<file path="src/rtl/spq_ram.sv">
// Generic simple dual-port RAM: one write port, one read port, registered read.
// No dependencies.
module spq_ram #(
    parameter int WIDTH = 8,
    parameter int DEPTH = 16,
    localparam int AW = $clog2(DEPTH)
) (
    input  logic             aclk,
    input  logic             we,
    input  logic [AW-1:0]    waddr,
    input  logic [WIDTH-1:0] wdata,
    input  logic             re,
    input  logic [AW-1:0]    raddr,
    output logic [WIDTH-1:0] rdata
);

    logic [WIDTH-1:0] mem [DEPTH];
    logic [WIDTH-1:0] rdata_reg;

    always_ff @(posedge aclk) begin
        if (we) begin
            mem[waddr] <= wdata;
        end
        if (re) begin
            rdata_reg <= mem[raddr];
        end
    end

    assign rdata = rdata_reg;

endmodule

</file>
<file path="config.mk">
export PLATFORM = sky130hd
export DESIGN_NAME = spq_ram
export DESIGN_NICKNAME = d
export VERILOG_FILES = /design/src/rtl/spq_ram.sv
export SDC_FILE = /design/constraint.sdc
export NUM_CORES = 1
export LEC_CHECK = 0
export BUFFER_PORTS_ARGS = -buffer_cell sky130_fd_sc_hd__buf_4
export CAP_MARGIN = 20
export CORE_MARGIN = 2
export CORE_UTILIZATION = 45
export CTS_CLUSTER_DIAMETER = 200
export DETAILED_ROUTE_END_ITERATION = 6
export PLACE_DENSITY = 0.65
export REMOVE_ABC_BUFFERS = 1
export SLEW_MARGIN = 20
export SYNTH_ARGS = -nofsm -noshare
export SYNTH_HDL_FRONTEND = slang
export SYNTH_SLANG_ARGS = --single-unit
</file>
<file path="constraint.sdc">
create_clock -name aclk -period 3.5 [get_ports aclk]
set_input_delay 0.35 -clock aclk [delete_from_list [all_inputs] [get_ports aclk]]
set_output_delay 0.35 -clock aclk [all_outputs]
set_load 0.02 [all_outputs]
</file>
# Yosys cells after proc, flatten, opt, wreduce, memory -nomap -nowiden

Memory sizes are Yosys's and may differ from the RTL's. A register that Yosys moved wholly into a read port is not among the register bits.
Index checks and enable logic that the tools add are counted.

Mux-type cells: 2

Operators by type and width:

| kind              | number |
|---|---|
| 1-bit two-way mux | 2 |

Memories: 1
Flip-flop bits (word level): 0
Memory bits (writable): 128
Input port bits: 19
Word-level logic and storage cells: 3

Memories:

| memory | depth | bits a word | rd ports | clocked after memory_dff | write ports | line | RTL |
|---|---|---|---|---|---|---|---|
| mem    | 16    | 8           | 1        | 1                        | 1           | 17   | `logic [WIDTH-1:0] mem [DEPTH];` |

# Logic depth before layout (Yosys ltp)

Gate-level depths: netlist (run 1).

Depth after elaboration: 2
Depth in mapped cells: 5
Gate-level depth less buffers: 3

# Worst setup path before layout (run 1)

OpenSTA, ideal clock, no wires.

Kind: input to register
From: input port waddr[2]
To: memory mem[0][0] (enable)
Arrival time: 1460 ps
Required time: 3117 ps
Path slack: 1657 ps
Stages: 2
Buffers on the path: 0
Cells stage by stage: or3b_2 > nor3_1

RTL lines:

| what               | line | RTL |
|---|---|---|
| start: declaration | 10   | `input logic [AW-1:0] waddr,` |
| end: declaration   | 17   |  |

No word-level cell before the write port.

==> results.tsv, run 1 <==
stage	metric	value	unit
power_and_ir_drop	power	0.00365	W
sta	maxSlewViolCount	0	
floorplanning	dieArea	12500	um^2
synthesis	synth.largest_area_cell	edfxtp_1	
clocking	insertion_delay	0.40	ns
drt	postRouteAntennaNets	0	
floorplanning	rows	39	
drt	postRouteWirelength	10000	um
status	status	complete, no violations	
clocking	cts_tree	yes	
finish	drive_gt1_share	27.1	%
clocking	numCtsBuffers	17	
synthesis	synth_area_per_cell	22.8	um^2
clocking	ctsHtreeMaxLevel	4	
critical_path	critPathLaunchType	input pin	
synthesis	synth_cell_types	18	
clocking	ctsHoldBuffers	0	
place	portBuffers	26	
synthesis	yosys-top-cells-area	edfxtp_1 78%, mux4_2 7.8%, mux4_1 7.0%	
clocking	cts_sinks	136	
synthesis	yosysTopAreaCellShare	78.1	%
critical_path	worstPathRequired	3.64	ns
global_routing	grt-ovfl-total	0	
global_routing	grt_max_degree	33	
sta	worst_slew_pin_slew	0.959	ns
finish	areaGrowthSynthToFinish	16.3	%
drt	dr_total_vias	2345	
floorplanning	die_x	112	um
global_routing	grt_pass1_wl	15000	um
critical_path	rr_worst_depth	3	
synthesis	synth-warning-count	0	
synthesis	synth_area	5230	um^2
drt	dr.pass1.iters	4	
place	dp_hpwl	6070	um
synthesis	synth_seq_cells	136	
finish	finish.net_count	285	
drt	wl_per_cell	23.8	um
clocking	cts_resized	0	
floorplanning	ios	27	
power_and_ir_drop	irDropWorstVdd	359	uV
sta	rsz0062_at_grt	no	
sta	slew_headroom	35.8	%
drt	via_per_inst	5.58	
finish	fin_cells	420	
sta	setup_violations	0	
worst_hold_path	hold_depth	1	
synthesis	ys_seq_area_share	78.1	%
worst_hold_path	hp-class	in2reg	
global_routing	grt_pass1_vias	2406	
finish	largest_reg_flops	128	
critical_path	crit_fanout	32	
floorplanning	initial_core_util	46.0	%
power_and_ir_drop	p_per_area	600	nW/um^2
sta	fmax	0.581	GHz
drt	drc	0	
critical_path	cp-end-kind	flop	
finish	final-seq-area	4080	um^2
clocking	clkTransAtPathRegs	0.06	ns
finish	num_antenna_cells	0	
flow_run	cap_violations	0	
clocking	clock-root-buffer	clkbuf_16	
sta	fin_crit	1.72	ns
drt	drt-initial-drc-count	210	
floorplanning	dieHeight	112	um
clocking	post_cts_buffers	0	
global_routing	track_usage	17.1	%
critical_path	critPathKind	in2reg	
floorplanning	core	11400	um^2
finish	fin_util	53.5	%
sta	fin_crit_sh	49.2	%
clocking	clockBufferDepth	2	
sta	hold_violations	0	
finish	multi_input_area	1070	um^2
finish	fillers	852	
sta	final.setup.tns	0	ns
finish	layout_common_cells	136 x edfxtp_1, 28 x buf_4, 18 x mux4_2	
synthesis	synth_cells	229	
finish	final_common_cell	edfxtp_1	
place	dp.cells	390	
sta	clock_skew	0.0120	ns
power_and_ir_drop	leakagePower	2.01	nW
place	gp_congestion	0.692	
critical_path	crit_arrival	1.87	ns
global_routing	antenna_found_initial	0	
-- logic make-up (layout without fill, tap and decap cells) --
kind of cell / after synthesis / count (layout) / synth area share (%)
mux: 32 / 32 / 14.8
simple gates: 35 / 35 / 3.14
buf+inv: 10 / 58 / 1.65
flops: 136 / 136 / 78.1
compound gates: 16 / 16 / 2.30
-- Yosys cell counts --
library cell / instances
edfxtp_1: 136
nand3b_1: 2
or3b_2: 1
nand2_1: 9
nor2b_1: 1
and2_1: 1
nand2b_1: 2
mux4_1: 14
mux4_2: 18
nor2_1: 13
buf_4: 1
nand3_1: 1
a22oi_1: 16
buf_2: 3
buf_6: 3
and2b_1: 1
nor3_1: 4
clkdlybuf4s25_2: 3
-- stage by stage --
stage / hold WS [ns] / area (um^2) / setup slack (ns)
2_1_floorplan: 0.449 / 5140 / 1.66
3_3_place_gp: 0.658 / 5540 / 1.28
3_5_place_dp: 0.672 / 5540 / 1.30
4_1_cts: 0.253 / 6080 / 1.72
5_1_grt: 0.247 / 6080 / 1.67
6_report: 0.257 / 6080 / 1.78
-- area by class of cell --
cell class                      count  area share (%)
Tap cell                          143            2.94
Clock inverter                     11            1.79
Sequential cell                   136            67.1
Timing Repair Buffer               28            3.46
Multi-Input combinational cell     83            17.5
Clock buffer                       19            7.12
-- worst paths after layout --
path / from / to / slack (ns)
setup reg to reg: mem[2][0] / rdata[0] / 1.99
hold / removal: re / rdata[4] / 0.26
hold reg to reg: mem[3][5] / rdata[5] / 0.76
setup / recovery: raddr[0] / rdata[0] / 1.78
-- where the power goes --
part / internal [W] / switching, W
clock: 0.00103 / 0.000595
sequential: 0.00184 / 0.0000103
combinational: 0.0000737 / 0.000103
-- metal layers --
layer	part of all wire (%)	track usage, %	up-vias	routed length, um
li1	-	-	1054	-
met1	45	23.6	1215	4510
met2	50	26.5	72	4950
met3	4.6	5.01	4	459
met4	0.84	5.60	0	84
met5	0	0	-	0
-- worst max-delay path, stage by stage --
cell,delay (ns)
buf_4,0.49
mux4_1,0.63
a22oi_1,0.29
nand2_1,0.09
Note: power is estimated with default switching activity, not from simulation.
==> run 2: changes to the inputs <==
==> constraint.sdc (replaced) <==
create_clock -name aclk -period 1.6 [get_ports aclk]
set_input_delay 0.16 -clock aclk [delete_from_list [all_inputs] [get_ports aclk]]
set_output_delay 0.16 -clock aclk [all_outputs]
set_load 0.02 [all_outputs]
==> results.tsv, run 2 (synthesis gave the netlist of run 1 again) <==
stage	metric	value	unit
power_and_ir_drop	sequentialPowerShare	51.4	%
finish	finish.net_count	305	
critical_path	regToRegStartpoint	mem[1][0]	
sta	maxSlewViolCount	0	
floorplanning	core	11400	um^2
sta	fin_crit_sh	95.6	%
clocking	ctsHoldBuffers	0	
global_routing	grt-ovfl-total	0	
finish	fillers	849	
sta	fmax	0.654	GHz
critical_path	cp-end-kind	flop	
global_routing	grt_pass1_vias	2611	
finish	areaGrowthSynthToFinish	19.7	%
global_routing	track_usage	16.2	%
power_and_ir_drop	p_int	0.00618	W
floorplanning	die_x	112	um
place	portBuffers	26	
power_and_ir_drop	leakagePower	2.11	nW
sta	final.setup.tns	0	ns
clocking	numCtsBuffers	17	
critical_path	crit_arrival	1.66	ns
power_and_ir_drop	irDropWorstVdd	727	uV
sta	hold_violations	0	
critical_path	critPathKind	reg2reg	
drt	postRouteAntennaNets	0	
global_routing	antenna_found_initial	0	
global_routing	grt_pass1_wl	14800	um
global_routing	grt_max_degree	19	
flow_run	cap_violations	0	
floorplanning	ios	27	
critical_path	r2r_slack	0.07	ns
sta	worst_slew_pin_slew	0.367	ns
power_and_ir_drop	p_clk_share	43.3	%
critical_path	critPathLaunchType	flop	
clocking	ctsHtreeMaxLevel	4	
finish	num_antenna_cells	0	
sta	setup_violations	0	
clocking	insertion_delay	0.40	ns
drt	dr_total_vias	2484	
finish	drive_gt1_share	32.9	%
floorplanning	dieArea	12500	um^2
critical_path	r2r-end	rdata[0]	
power_and_ir_drop	p_per_area	1260	nW/um^2
power_and_ir_drop	switching_share	21.3	%
power_and_ir_drop	power	0.00786	W
clocking	post_cts_buffers	0	
clocking	clockBufferDepth	2	
clocking	cts_sinks	136	
drt	dr.pass1.iters	4	
worst_hold_path	min_to	mem[7][2]	
drt	wl_per_cell	21.8	um
critical_path	worstPathRequired	1.73	ns
drt	drc	0	
finish	layout_common_cells	136 x edfxtp_1, 44 x buf_4, 18 x mux4_2	
place	dp_hpwl	6440	um
clocking	clock-root-buffer	clkbuf_16	
drt	drt-initial-drc-count	214	
sta	worst_slack	0.0712	ns
floorplanning	initial_core_util	46.0	%
status	status	complete, no violations	
critical_path	rr_worst_depth	3	
drt	postRouteWirelength	9610	um
clocking	cts_resized	0	
worst_hold_path	hp-class	in2reg	
worst_hold_path	hp-start	wdata[2]	
sta	fin_crit	1.53	ns
finish	final_common_cell	edfxtp_1	
power_and_ir_drop	power_frac_comb	5.3	%
floorplanning	dieHeight	112	um
floorplanning	rows	39	
finish	largest_reg_flops	128	
power_and_ir_drop	power_switching	0.00167	W
clocking	cts_tree	yes	
sta	clock_skew	0.00829	ns
place	gp_congestion	0.716	
place	pre_cts_slack	-0.0994	ns
sta	rsz0062_at_grt	no	
worst_hold_path	hold_depth	1	
clocking	clkTransAtPathRegs	0.06	ns
drt	via_per_inst	5.63	
critical_path	crit_fanout	1	
sta	slew_headroom	75.5	%
[run 2: changes by cell type in the layout (fill, tap and decap cells not counted)]
cell	previous run	this run
buf_12	0	4
buf_4	28	44
bufinv_16	2	0
clkbuf_1	2	0
clkinv_1	2	0
clkinv_2	5	4
clkinvlp_4	1	5
inv_6	0	4
nor3_1	2	4
nor3_2	2	0
[run 2: metrics by stage]
step / area [um^2] / hold WS [ns] / cells / utilization [%]
floorplan: 5140 / 0.259 / 219 / -
global placement: 5730 / 0.465 / 410 / 50.4
detailed placement: 5730 / 0.474 / 410 / 50.4
CTS: 6260 / 0.0499 / 441 / 55.0
global route: 6260 / 0.0400 / 441 / 55.0
finish: 6260 / 0.0566 / 441 / 55.0
[run 2: how the worst max path moves through the flow]
stage / startpoint / endpoint / slack (ns)
after floorplan: waddr[2] / mem[0][0] / -0.05
after global placement: raddr[0] / rdata[0] / -0.1
after detailed placement: raddr[0] / rdata[0] / -0.1
after CTS: mem[1][0] / rdata[0] / 0.06
after global routing: mem[1][0] / rdata[0] / 0.02
final: mem[1][0] / rdata[0] / 0.07
[run 2: layer usage]
metal	up-vias	share of wire, %	GRT usage [%]
met4	0	1.0	5.19
met3	11	5.6	5.01
met5	-	0	0
met1	1306	43	21.6
met2	73	50	25.9
li1	1094	-	-
[run 2: power by group through the flow]
stage	Combinational (W)	Sequential, W	Clock (W)
2_1_floorplan	0.000160	0.00413	0
5_1_grt	0.000448	0.00404	0.00363
3_5_place_dp	0.000424	0.00411	0
3_3_place_gp	0.000412	0.00411	0
6_report	0.000416	0.00404	0.00340
4_1_cts	0.000424	0.00404	0.00346
[run 2: area by class of cell]
class	count	area [um^2]	area share, %
Clock buffer	17	425	6.80
Sequential cell	136	4080	65.3
Tap cell	143	179	2.86
Multi-Input combinational cell	83	1060	16.9
Clock inverter	14	101	1.62
Timing Repair Buffer	48	410	6.56
[run 2: worst max-delay path, stage by stage (launching register included)]
cell and delay, ns:
edfxtp_1 0.37, mux4_1 0.50, a22oi_1 0.24, nand2_1 0.14
